`src/design/life_like_automaton_3d_generation_macros.svh`:
```
// assertion macros for the 3d life-like automaton block
`ifndef LIFE_LIKE_AUTOMATON_3D_GENERATION_MACROS_SVH
`define LIFE_LIKE_AUTOMATON_3D_GENERATION_MACROS_SVH
`ifndef SYNTHESIS
`define LLA3_ASSERT_NEXT(lbl, clk, rstn, ante, cons) \
    lbl: assert property (@(posedge clk) disable iff (!(rstn)) (ante) |=> (cons)) \
        else $error("assertion failed");
`define LLA3_ASSERT_NOW(lbl, clk, rstn, ante, cons) \
    lbl: assert property (@(posedge clk) disable iff (!(rstn)) (ante) |-> (cons)) \
        else $error("assertion failed");
`else
`define LLA3_ASSERT_NEXT(lbl, clk, rstn, ante, cons)
`define LLA3_ASSERT_NOW(lbl, clk, rstn, ante, cons)
`endif
`endif

```
`src/design/lla3_pkg.sv`:
```
// shared constants and types for the 3d life-like automaton block
package lla3_pkg;
    localparam int SIZE_X = 32;
    localparam int SIZE_Y = 32;
    localparam int SIZE_Z = 32;
    localparam int PLANE = SIZE_X * SIZE_Y;
    localparam int LAG = PLANE + SIZE_X + 1;
    localparam int ROW_DLY = SIZE_X - 2;
    localparam int PLANE_DLY = PLANE - 2 * SIZE_X - 2;
    localparam int LINE_DEPTH = (ROW_DLY > PLANE_DLY) ? ROW_DLY : PLANE_DLY;
    localparam int LINE_AW = (LINE_DEPTH > 1) ? $clog2(LINE_DEPTH) : 1;
    localparam int LAG_AW = (LAG > 1) ? $clog2(LAG) : 1;
    localparam int SEEN_W = $clog2(LAG + 2);
    localparam int XW = (SIZE_X > 1) ? $clog2(SIZE_X) : 1;
    localparam int YW = (SIZE_Y > 1) ? $clog2(SIZE_Y) : 1;
    localparam int ZW = (SIZE_Z > 1) ? $clog2(SIZE_Z) : 1;
    localparam int NCELL = 9;
    localparam int CFG_IDX_W = 8;
    localparam int CFG_DATA_W = 27;

    localparam logic [CFG_IDX_W-1:0] REG_BIRTH = 8'd0;
    localparam logic [CFG_IDX_W-1:0] REG_SURVIVAL = 8'd1;
    localparam logic [CFG_IDX_W-1:0] REG_NEIGHBOUR = 8'd2;
    localparam logic [CFG_IDX_W-1:0] REG_DECAY = 8'd3;

    typedef logic [LINE_AW-1:0] line_addr_t;
    typedef logic [2:0] taps_t;
endpackage

```
`src/design/lla3_ram.sv`:
```
// generic single-port-write ram with registered read
module lla3_ram #(
    parameter int WIDTH = 1,
    parameter int DEPTH = 2
) (
    input  logic                                      aclk,
    input  logic                                      we,
    input  logic [((DEPTH > 1) ? $clog2(DEPTH) : 1)-1:0] waddr,
    input  logic [WIDTH-1:0]                          wdata,
    input  logic                                      re,
    input  logic [((DEPTH > 1) ? $clog2(DEPTH) : 1)-1:0] raddr,
    output logic [WIDTH-1:0]                          rdata
);
    logic [WIDTH-1:0] mem [DEPTH];
    logic [WIDTH-1:0] rdata_reg;

    always_ff @(posedge aclk) begin
        if (re) begin
            rdata_reg <= mem[raddr];
        end
        if (we) begin
            mem[waddr] <= wdata;
        end
    end

    assign rdata = rdata_reg;
endmodule

```
`src/design/lla3_cell.sv`:
```
// one window row: line delay followed by three taps
module lla3_cell (
    input  logic                aclk,
    input  logic                aresetn,
    input  logic                shift,
    input  logic                use_delay,
    input  lla3_pkg::line_addr_t len_m1,
    input  logic                din,
    output lla3_pkg::taps_t     taps,
    output logic                fwd
);
    import lla3_pkg::*;

    line_addr_t ptr_reg;
    line_addr_t ptr_next;
    logic       q;
    logic       t0_reg;
    logic       t1_reg;
    logic       t2_reg;
    logic       t0;

    lla3_ram #(.WIDTH(1), .DEPTH(LINE_DEPTH)) u_line (
        .aclk  (aclk),
        .we    (shift & use_delay),
        .waddr (ptr_reg),
        .wdata (din),
        .re    (shift & use_delay),
        .raddr (ptr_reg),
        .rdata (q)
    );

    assign ptr_next = (ptr_reg == len_m1) ? '0 : ptr_reg + 1'b1;
    assign t0 = use_delay ? q : t0_reg;

    always_ff @(posedge aclk) begin
        if (!aresetn) begin
            ptr_reg <= '0;
        end else if (shift) begin
            ptr_reg <= ptr_next;
        end
    end

    always_ff @(posedge aclk) begin
        if (shift) begin
            t0_reg <= din;
            t1_reg <= t0;
            t2_reg <= t1_reg;
        end
    end

    assign taps = {t2_reg, t1_reg, t0};
    assign fwd = t1_reg;
endmodule

```
`config.mk`:
```
export PLATFORM = sky130hd
export DESIGN_NAME = lla3_cell
export DESIGN_NICKNAME = d
export VERILOG_FILES = /design/src/design/life_like_automaton_3d_generation_macros.svh /design/src/design/lla3_pkg.sv /design/src/design/lla3_ram.sv /design/src/design/lla3_cell.sv
export SDC_FILE = /design/constraint.sdc
export NUM_CORES = 1
export LEC_CHECK = 0
export BUFFER_PORTS_ARGS = -buffer_cell sky130_fd_sc_hd__buf_2
export CORE_MARGIN = 10
export CORE_UTILIZATION = 45
export DETAILED_ROUTE_END_ITERATION = 10
export HOLD_SLACK_MARGIN = 0.06
export SLEW_MARGIN = 20
export SYNTH_ARGS = -nofsm -noshare
export SYNTH_HDL_FRONTEND = slang
export SYNTH_SLANG_ARGS = --single-unit
```
`constraint.sdc`:
```
create_clock -name aclk -period 3.57 [get_ports aclk]
set_input_delay 0.714 -clock aclk [delete_from_list [all_inputs] [get_ports aclk]]
set_output_delay 0.714 -clock aclk [all_outputs]
set_load 0.03 [all_outputs]
```
==> metrics.txt <==
Reg clk slew, reported paths 60 ps; top-count cell post-synth nor2_1; critical path cell sequence buf_8, or4b_1, buf_12, o21ai_0, nor4_1, buf_4, nand3_1, a221oi_1, o311ai_1, or4_1; Post-Synthesis Cell Area 42100 sq um; Layout Nets 3255; yosys warns 0; Power Dens Cells 500 nW/um^2; fmax 281 MHz; Pleak 14.2 nW; # Max-Cap Violations 0; Critical-path top delay cell a221oi_1; Overflow after GRT 0; sw power 0.00523 W; Largest register FFs 958; die width 326 um; GP Congestion 0.847; register area share after synthesis roughly 69%; Routed Wire Length 129000 um; Placed Cells approximately 4400; cell taking the most area after synthesis edfxtp_1; crit-path max FO 16; # port buffers 18; Sink Count slightly below 1000; Synth area leaders edfxtp_1 69%, nor2_1 8.9%, mux2i_1 8.0%; Fillers 7992; clock latency on the worst-skew pair 700 ps; htree depth 3; Total Neg Setup Slack 0 ps; # rows roughly 110; HP Class in -> reg; Vias/cell 6.00; Cell variety after synth 55; Clk pwr share 42.5%; status complete, no violations; CP max stage delay 590 ps; initial antenna violation count 2; final hold violations 0; syn nets 3194; Die ar. 106000 sq um; DRT Pass-1 Iters 6; routed len/inst ~28 um; hpwl dp 75000 um; Max clock buf depth 3; Flop pwr share about 52%; I/O pins 19; pin count of the biggest net entering global routing between 100 and 150; Final ANT Viol Nets 0; share of layout cells above drive strength 1 15.5%; ANT cells 0; Int Power 0.0189 W; critical path class reg -> reg; DR iter-0 viols 3603; Die Height 326 um; post-route clock period utilization approximately 100%; Max-Slew Margin vs Limit 27.3%; share of the synthesized area in the top cell type 68.7%; # setup viols final 0; Arrival @ worst endpoint 3990 ps; synthesis-stage register bit count 972; min cycle time layout 3550 ps; fin. max-slew vios 0; Gate Count Post-Synth 3175; pin slew with the least headroom to its limit 1090 ps; skew final 30.6 ps; # DRC 0; hold buffer count at CTS 0; critical path endpoint category flop; combinational share of power 5.4%; Main synth FF type edfxtp_1; RSZ-0062 raised after global routing no; first-pass GRT wire length 186000 um; Non-Filler Instances 4571; ys async rst share 0%; area grow syn2layout 14.6%; core footprint just over 90000 sq um; CTS Buf Count 102; CP Launch Type flop; routed vias ~27000; CTS tree yes; post-synthesis average cell area 13.2 sq um; Worst VDD drop 0.000499 V; Initial Utilization 45.2%; synth cell count leaders 1001 x nor2_1, 962 x edfxtp_1, 337 x mux2i_1, 195 x clkbuf_1, 127 x o22ai_1; vias in the first global route approximately 27000; Tot GR Track Use 23.7%; root buf cell clkbuf_16; Critical Path RT 4010 ps; sw frac 21.7%; number of flops mapped to enable cells by yosys 962
[power groups by stage]
| stage | Sequential, W | Clock [W] | Combinational (W) |
|---|---|---|---|
| 5_1_grt | 0.0126 | 0.0108 | 0.00136 |
| 3_3_place_gp | 0.0128 | 0 | 0.00122 |
| 2_1_floorplan | 0.0128 | 0 | 0.000736 |
| 3_5_place_dp | 0.0128 | 0 | 0.00124 |
| 4_1_cts | 0.0126 | 0.0104 | 0.00128 |
| 6_report | 0.0126 | 0.0102 | 0.00129 |
[cell families (layout without fill, tap and decap cells)]
family / after synthesis / after routing / share of synthesized area [%]
buffers and inverters: 295 / 437 / 2.91
AOI/OAI and AO/OA: 216 / 216 / 3.28
muxes: 414 / 414 / 12.1
adders and majority gates: 4 / 4 / 0.119
DFF: 972 / 972 / 69.1
xor gates and xnor gates: 17 / 17 / 0.354
and+or+nand+nor: 1257 / 1257 / 12.1
[area by class of cell]
class | count | area, sq um | area share [%]
Sequential cell | 972 | 29100 | 60.4
Tap cell | 1254 | 1570 | 3.26
Multi-Input combinational cell | 1908 | 11900 | 24.6
Clock inverter | 62 | 499 | 1.04
Inverter | 5 | 18.8 | 0.0389
Timing Repair Buffer | 247 | 2460 | 5.10
Clock buffer | 123 | 2670 | 5.55
[critical path: cells and delay by family, from the launching register on]
| family | cells | cell delay [ps] |
|---|---|---|
| AND/OR/NAND/NOR | 4 | 1260 |
| AO/OA/AOI/OAI | 3 | 980 |
| buffers and inverters | 3 | 610 |
| flip-flops | 1 | 430 |
[placed cells by master (no fill, tap or decap), drive strengths merged, types with 9 or more instances in the layout]
master  count
o21ai      40
a22oi      14
mux4       74
nand2     107
inv        10
buf       247
mux2i     337
nor3       15
clkbuf    123
nand3      34
nor2     1001
clkinv     49
xnor2       9
dfxtp      10
edfxtp    962
nor4       32
o22ai     127
nand4      20
[repair_timing]
| action | 4_1_cts | 5_1_grt |
|---|---|---|
| resized for setup | 2 | 0 |
| endpoints found under the setup margin | 1 | 1 |
| buffers inserted | 7 | 1 |
| cloned | 0 | 0 |
[metrics by stage]
stage	instance area, sq um	hold slack [ps]	setup slack [ps]	utilization (%)	total power (W)
after floorplan	42100	541	554	-	0.0135
after global placement	44900	445	-464	48.3	0.0140
after detailed placement	44900	465	-493	48.3	0.0141
after CTS	48200	417	1.04	51.8	0.0242
after global routing	48200	442	5.00	51.8	0.0247
final	48200	448	15.9	51.8	0.0241
[metal layers]
metal  global-route usage [%]  share of wire (%)
met1                     31.5                 39
met2                     38.8                 48
met4                     9.26                3.8
met3                     3.92                9.2
met5                        0              0.011
[path summary, 6_finish.rpt]
path / from / endpoint / slack [ps] / cells past startpoint
worst min-delay path: shift / t2_reg$_DFFE_PP_ / 450 / 1
worst max-delay path: ptr_reg[0]$_SDFFE_PN0P_ / u_line.rdata$_DFFE_PP_ / 20 / 10
worst min register to register: fwd$_DFFE_PP_ / t2_reg$_DFFE_PP_ / 480 / 0
worst max register to register: ptr_reg[0]$_SDFFE_PN0P_ / u_line.rdata$_DFFE_PP_ / 20 / 10
No activity file was read; power rests on OpenSTA's default activity.
